$ cat config.mk
export PLATFORM = sky130hd
export DESIGN_NAME = sawc_ctrl
export DESIGN_NICKNAME = d
export VERILOG_FILES = /design/src/sv/sawc_pkg.sv /design/src/sv/sawc_ctrl.sv
export SDC_FILE = /design/constraint.sdc
export NUM_CORES = 1
export LEC_CHECK = 0
export BUFFER_PORTS_ARGS = -buffer_cell sky130_fd_sc_hd__buf_2
export CAP_MARGIN = 40
export CORE_UTILIZATION = 52
export CTS_CLUSTER_SIZE = 8
export DETAILED_ROUTE_END_ITERATION = 7
export GPL_TIMING_DRIVEN = 0
export HOLD_SLACK_MARGIN = 0.1
export PLACE_DENSITY = 0.87
export SETUP_SLACK_MARGIN = 0.15
export SLEW_MARGIN = 20
export SYNTH_ARGS = -nofsm -noshare
export SYNTH_HDL_FRONTEND = slang
export SYNTH_SLANG_ARGS = --single-unit
$ cat constraint.sdc
create_clock -name clk -period 4.9 [get_ports clk]
set_input_delay 1.225 -clock clk [delete_from_list [all_inputs] [get_ports clk]]
set_output_delay 1.225 -clock clk [all_outputs]
set_load 0.02 [all_outputs]
$ cat src/sv/sawc_pkg.sv
// ----------------------------------------------------------------------------
// sawc_pkg
// Shared types, codes and constants of the set-associative write-back cache.
// ----------------------------------------------------------------------------
package sawc_pkg;

    localparam int DEF_MAX_SETS        = 16;
    localparam int DEF_MAX_WAYS        = 4;
    localparam int DEF_MAX_BLOCK_BYTES = 16;
    localparam int DEF_MEM_BYTES       = 65536;

    localparam int TAG_W      = 16;
    localparam int CFG_IDX_W  = 2;
    localparam int CFG_DATA_W = 5;

    localparam logic [CFG_IDX_W-1:0] REG_SETS  = 2'd0;
    localparam logic [CFG_IDX_W-1:0] REG_WAYS  = 2'd1;
    localparam logic [CFG_IDX_W-1:0] REG_BLOCK = 2'd2;

    localparam logic [4:0] SETS_RESET  = 5'd1;
    localparam logic [2:0] WAYS_RESET  = 3'd1;
    localparam logic [4:0] BLOCK_RESET = 5'd2;

    // address width that still works for a depth of one
    function automatic int clog2w(input int depth);
        return (depth > 1) ? $clog2(depth) : 1;
    endfunction

    typedef enum logic [1:0] {
        OP_READ    = 2'd0,
        OP_WRITE   = 2'd1,
        OP_PRELOAD = 2'd2,
        OP_NONE    = 2'd3
    } op_t;

    typedef struct packed {
        logic [1:0]  operation;
        logic [15:0] address;
        logic [15:0] write_data;
    } in_item_t;

    typedef struct packed {
        logic [15:0] read_data;
        logic        hit;
        logic        replaced_valid;
        logic        wrote_back;
        logic [15:0] victim_block_address;
        logic [1:0]  way_used;
    } out_item_t;

    typedef enum logic [2:0] {
        DIV_BLOCK = 3'd0,
        DIV_SET   = 3'd1,
        DIV_PRE   = 3'd2,
        DIV_FILL  = 3'd3,
        DIV_VICT  = 3'd4
    } div_sel_t;

    typedef enum logic [1:0] {
        SRC_RAM = 2'd0,
        SRC_LO  = 2'd1,
        SRC_HI  = 2'd2
    } data_sel_t;

    typedef enum logic [1:0] {
        BA_CNT  = 2'd0,
        BA_OFF  = 2'd1,
        BA_OFF2 = 2'd2
    } byte_sel_t;

    typedef enum logic [4:0] {
        S_IDLE, S_DISPATCH,
        S_PL_DIV, S_PL_WAIT, S_PL_WR0, S_PL_WR1,
        S_BLK_DIV, S_BLK_WAIT, S_SET_DIV, S_SET_WAIT,
        S_SRCH_RD, S_SRCH_CMP, S_DECIDE, S_BRANCH,
        S_VT_RD, S_VT_MUL1, S_VT_MUL2, S_VT_DIV, S_VT_WAIT,
        S_WB_RD, S_WB_WR,
        S_FL_DIV, S_FL_WAIT, S_FL_RD, S_FL_WR, S_FL_END,
        S_ACC, S_RD1, S_RD2, S_WR1, S_DONE
    } state_t;

    typedef struct packed {
        logic      load_in;
        logic      div_start;
        div_sel_t  div_sel;
        logic      srch_cmp;
        logic      decide;
        logic      vt_mul1;
        logic      vt_mul2;
        byte_sel_t byte_sel;
        logic      line_wr;
        data_sel_t line_src;
        logic      mem_wr;
        data_sel_t mem_src;
        logic      walk_step;
        logic      fill_commit;
        logic      set_dirty;
        logic      rd_lo;
        logic      rd_hi;
        logic      out_load;
    } ctrl_cmd_t;

    typedef struct packed {
        op_t  op;
        logic div_done;
        logic hit_now;
        logic last_way;
        logic found;
        logic need_wb;
        logic last_byte;
        logic out_free;
    } ctrl_sts_t;

endpackage

$ cat src/sv/sawc_ctrl.sv
// ----------------------------------------------------------------------------
// sawc_ctrl
// Sequencer: preload, lookup, victim write-back, block fill and word access.
// ----------------------------------------------------------------------------
module sawc_ctrl
    import sawc_pkg::*;
(
    input  logic      clk,
    input  logic      rst_n,
    input  logic      in_valid,
    output logic      in_ready,
    input  ctrl_sts_t sts,
    output ctrl_cmd_t cmd
);

    state_t state_reg;
    state_t state_next;

    always_ff @(posedge clk or negedge rst_n)
    begin
        if (!rst_n)
        begin
            state_reg <= S_IDLE;
        end
        else
        begin
            state_reg <= state_next;
        end
    end

    always_comb
    begin
        state_next = state_reg;
        unique case (state_reg)
            S_IDLE:
            begin
                if (in_valid)
                begin
                    state_next = S_DISPATCH;
                end
            end
            S_DISPATCH:
            begin
                unique case (sts.op)
                    OP_READ, OP_WRITE: state_next = S_BLK_DIV;
                    OP_PRELOAD:        state_next = S_PL_DIV;
                    default:           state_next = S_DONE;
                endcase
            end
            S_PL_DIV:   state_next = S_PL_WAIT;
            S_PL_WAIT:  if (sts.div_done) state_next = S_PL_WR0;
            S_PL_WR0:   state_next = S_PL_WR1;
            S_PL_WR1:   state_next = S_DONE;
            S_BLK_DIV:  state_next = S_BLK_WAIT;
            S_BLK_WAIT: if (sts.div_done) state_next = S_SET_DIV;
            S_SET_DIV:  state_next = S_SET_WAIT;
            S_SET_WAIT: if (sts.div_done) state_next = S_SRCH_RD;
            S_SRCH_RD:  state_next = S_SRCH_CMP;
            S_SRCH_CMP:
            begin
                if (sts.hit_now || sts.last_way)
                begin
                    state_next = S_DECIDE;
                end
                else
                begin
                    state_next = S_SRCH_RD;
                end
            end
            S_DECIDE:   state_next = S_BRANCH;
            S_BRANCH:
            begin
                priority if (sts.found)
                begin
                    state_next = S_ACC;
                end
                else if (sts.need_wb)
                begin
                    state_next = S_VT_RD;
                end
                else
                begin
                    state_next = S_FL_DIV;
                end
            end
            S_VT_RD:    state_next = S_VT_MUL1;
            S_VT_MUL1:  state_next = S_VT_MUL2;
            S_VT_MUL2:  state_next = S_VT_DIV;
            S_VT_DIV:   state_next = S_VT_WAIT;
            S_VT_WAIT:  if (sts.div_done) state_next = S_WB_RD;
            S_WB_RD:    state_next = S_WB_WR;
            S_WB_WR:    state_next = sts.last_byte ? S_FL_DIV : S_WB_RD;
            S_FL_DIV:   state_next = S_FL_WAIT;
            S_FL_WAIT:  if (sts.div_done) state_next = S_FL_RD;
            S_FL_RD:    state_next = S_FL_WR;
            S_FL_WR:    state_next = sts.last_byte ? S_FL_END : S_FL_RD;
            S_FL_END:   state_next = S_ACC;
            S_ACC:      state_next = (sts.op == OP_READ) ? S_RD1 : S_WR1;
            S_RD1:      state_next = S_RD2;
            S_RD2:      state_next = S_DONE;
            S_WR1:      state_next = S_DONE;
            S_DONE:     if (sts.out_free) state_next = S_IDLE;
            default:    state_next = S_IDLE;
        endcase
    end

    always_comb
    begin
        cmd          = '0;
        cmd.div_sel  = DIV_BLOCK;
        cmd.byte_sel = BA_CNT;
        cmd.line_src = SRC_RAM;
        cmd.mem_src  = SRC_RAM;
        in_ready     = 1'b0;
        unique case (state_reg)
            S_IDLE:
            begin
                in_ready    = 1'b1;
                cmd.load_in = in_valid;
            end
            S_PL_DIV:
            begin
                cmd.div_start = 1'b1;
                cmd.div_sel   = DIV_PRE;
            end
            S_PL_WR0:
            begin
                cmd.mem_wr    = 1'b1;
                cmd.mem_src   = SRC_LO;
                cmd.walk_step = 1'b1;
            end
            S_PL_WR1:
            begin
                cmd.mem_wr  = 1'b1;
                cmd.mem_src = SRC_HI;
            end
            S_BLK_DIV:
            begin
                cmd.div_start = 1'b1;
                cmd.div_sel   = DIV_BLOCK;
            end
            S_SET_DIV:
            begin
                cmd.div_start = 1'b1;
                cmd.div_sel   = DIV_SET;
            end
            S_SRCH_CMP: cmd.srch_cmp = 1'b1;
            S_DECIDE:   cmd.decide   = 1'b1;
            S_VT_MUL1:  cmd.vt_mul1  = 1'b1;
            S_VT_MUL2:  cmd.vt_mul2  = 1'b1;
            S_VT_DIV:
            begin
                cmd.div_start = 1'b1;
                cmd.div_sel   = DIV_VICT;
            end
            S_WB_WR:
            begin
                cmd.mem_wr    = 1'b1;
                cmd.mem_src   = SRC_RAM;
                cmd.walk_step = 1'b1;
            end
            S_FL_DIV:
            begin
                cmd.div_start = 1'b1;
                cmd.div_sel   = DIV_FILL;
            end
            S_FL_WR:
            begin
                cmd.line_wr   = 1'b1;
                cmd.line_src  = SRC_RAM;
                cmd.walk_step = 1'b1;
            end
            S_FL_END:   cmd.fill_commit = 1'b1;
            S_ACC:
            begin
                cmd.byte_sel = BA_OFF;
                cmd.line_src = SRC_LO;
                cmd.line_wr  = (sts.op == OP_WRITE);
            end
            S_RD1:
            begin
                cmd.rd_lo    = 1'b1;
                cmd.byte_sel = BA_OFF2;
            end
            S_RD2:      cmd.rd_hi = 1'b1;
            S_WR1:
            begin
                cmd.byte_sel  = BA_OFF2;
                cmd.line_src  = SRC_HI;
                cmd.line_wr   = 1'b1;
                cmd.set_dirty = 1'b1;
            end
            S_DONE:     cmd.out_load = sts.out_free;
            default:    cmd.load_in  = 1'b0;
        endcase
    end

endmodule

==> flow_metrics.py <==
metrics = {
    "status": {
        "status": "finished, violations left",
        "violations": "design-rule violations",
    },
    "clock_tree": {
        "cts.clk_slew.worst_paths_ns": 0.05,
        "clk_latency_ns": 0.26,
        "cts_resized": 0,
        "cts_tree": "done",
        "cts_setup_buffers": 0,
        "root_buffer": "clkbuf_4",
        "cts_hold_buf": 0,
        "clock_sinks": 5,
        "cts-buffers-inserted": 3,
        "htree_levels": 1,
        "cts.path.max_buffers": 2,
    },
    "setup_path": {
        "cp-endpoint": "cmd[21]",
        "arrival_ns": 2.17,
        "startpoint": "state_reg[0]",
        "ff2ff_path_depth": 7,
        "cp-start-kind": "register",
        "worstReg2RegEnd": "state_reg[3]",
        "cp.required_ns": 3.67,
        "worst-r2r-setup-slack_ns": 3.00,
        "cp-end-kind": "primary output",
        "r2r-start": "state_reg[4]",
        "path_class": "reg -> out",
        "critPathMaxFanout": 10,
    },
    "synth": {
        "netlist_area_um2": 893,
        "synth_warnings": 0,
        "synthArstFlopShare": 1.00,
        "ys_top_cells_by_count": "nor2_1, nand2_1, a21oi_1, nor3_1, clkbuf_1",
        "yosys_most_used_dff": "dfrtp_1",
        "synthTopCellsByArea": "dfrtp_1, nor2_1, a21oi_1",
        "synth_nets": 149,
        "synth_area_leader_cell": "dfrtp_1",
        "synthCells": 137,
        "synth.most_common_cell": "nor2_1",
        "synthDistinctLibCells": 37,
        "synth_edf_count": 0,
        "synth_seq_cells": 5,
        "yosysSeqAreaShare": 0.140,
        "synth_top_area_frac": 0.140,
        "avgSynthCellArea_um2": 6.52,
    },
    "power_and_ir_drop": {
        "powerDensity_nw_per_um2": 689,
        "peakVddDrop_uv": 501,
        "leakagePower_nw": 0.536,
    },
    "floorplan": {
        "initial_core_util": 0.573,
        "num_rows": 14,
        "die_h_um": 43.5,
        "die_area_um2": 1890,
        "io_pins": 36,
        "die_x_um": 43.5,
        "coreArea_um2": 1560,
    },
    "cells_and_area": {
        "largest_reg_flops": 5,
        "syn2layout_area_growth_pct": 24.8,
        "n_antenna_cell": 0,
        "final-instance-count-excl-fill": 192,
        "nets": 189,
        "drive_above_1_share": 0.290,
    },
    "detailed_routing": {
        "drc": 10,
        "viasPerCell": 6.25,
        "wl_per_cell_um": 14.2,
        "antenna_left": 0,
        "wl_mm": 2.73,
        "drt_iter0_drc": 56,
        "vias": 1200,
        "first_pass_iters": 7,
    },
    "placement": {
        "place_inst": 188,
        "port_buffers": 35,
        "gp_congestion": 0.922,
        "dp_hpwl_mm": 2.05,
    },
    "hold_path": {
        "min_from": "state_reg[0]",
        "min_path_cells": 3,
        "hold_class": "reg -> reg",
    },
    "timing": {
        "hold_slack_ns": 0.763,
        "skew_ns": 0.00989,
        "rsz0062_at_grt": "no",
        "tightest_slew_ns": 0.461,
        "tns_ns": 0,
        "setup_violations": 0,
        "fin_crit_sh": 0.693,
        "slew_headroom": 0.693,
        "max_freq_mhz": 295,
        "hold_violations": 0,
        "drv_slew": 0,
        "period_minus_slack_ns": 3.39,
    },
    "grt": {
        "grt_first_pass_wirelength_mm": 4.66,
        "grt_max_degree": 11,
        "first_global_vias": 1054,
        "grt_util_all_layers": 0.325,
        "antenna_found_initial": 0,
        "overflow": 0,
    },
    "flow_run": {
        "maxCapViolations": 0,
    },
}
-- critical path: stages, from the launching register on --
cell	delay [ns]
dfrtp_1	0.40
clkbuf_1	0.36
clkbuf_1	0.42
nand2_1	0.25
o32ai_1	0.27
buf_2	0.21
-- worst min path at each step --
| stage | endpoint |
|---|---|
| 2_1_floorplan | state_reg[4] |
| 3_3_place_gp | state_reg[4] |
| 3_5_place_dp | state_reg[4] |
| 4_1_cts | state_reg[4] |
| 5_1_grt | state_reg[0] |
| 6_report | state_reg[4] |
-- cells in the final DEF, fill, tap and decap left out, drive strengths merged --
cell type and n:
nand2 10, mux2 3, and4 1, o31ai 4
and3b 2, mux2i 1, and2 2, nand3 4
dfrtp 5, o22ai 3, o211a 1, nor3b 2
o32ai 2, a22oi 2, a211oi 1, nor2 22
inv 4, or2 1, a31oi 3, a21oi 9
buf 42, or3 2, o211ai 1, or3b 1
o2111ai 3, o22a 1, o221ai 1, nand3b 4
nor4 1, o311a 1, nand2b 5, clkbuf 12
nor3 9, nor2b 5, o21ai 6
-- power by group --
part / internal [mW] / total, mW / switching (mW)
Combinational: 0.243 / 0.629 / 0.386
Clock: 0.0310 / 0.0508 / 0.0199
Sequential: 0.0645 / 0.0892 / 0.0247
Total: 0.338 / 0.769 / 0.431
-- stage by stage --
| step | power, mW | util | area, um^2 | worst slack [ns] |
|---|---|---|---|---|
| after global routing | 0.837 | 0.715 | 1110 | 1.31 |
| after floorplan | 0.560 | - | 893 | 1.72 |
| after detailed placement | 0.703 | 0.698 | 1090 | 1.70 |
| after CTS | 0.759 | 0.715 | 1110 | 1.56 |
| after global placement | 0.692 | 0.698 | 1090 | 1.73 |
| final | 0.769 | 0.715 | 1110 | 1.51 |
-- final cells by class --
cell class                 count  area, um^2
buffer                        15        67.6
clock buffer                   4        26.3
fill                         138         444
inverter                       4        15.0
multi-input combinational    113         686
sequential                     5         125
tap                           16        20.0
timing repair buffer          35         175
-- per-layer routing --
metal / vias up / global-route usage / wire length (um)
met5: - / 0 / 0
li1: 576 / - / -
met4: 0 / 0.125 / 38
met3: 6 / 0.0667 / 242
met1: 540 / 0.398 / 1130
met2: 78 / 0.558 / 1320
-- cells by family (layout without fill, tap and decap cells) --
kind of cell	after synthesis	after routing	share of synthesized area
DFF	5	5	0.140
AOI/OAI and AO/OA	38	38	0.297
and+or+nand+nor	71	71	0.409
buffers and inverters	19	58	0.0924
muxes	4	4	0.0616
(Power assumes the default switching activity.)
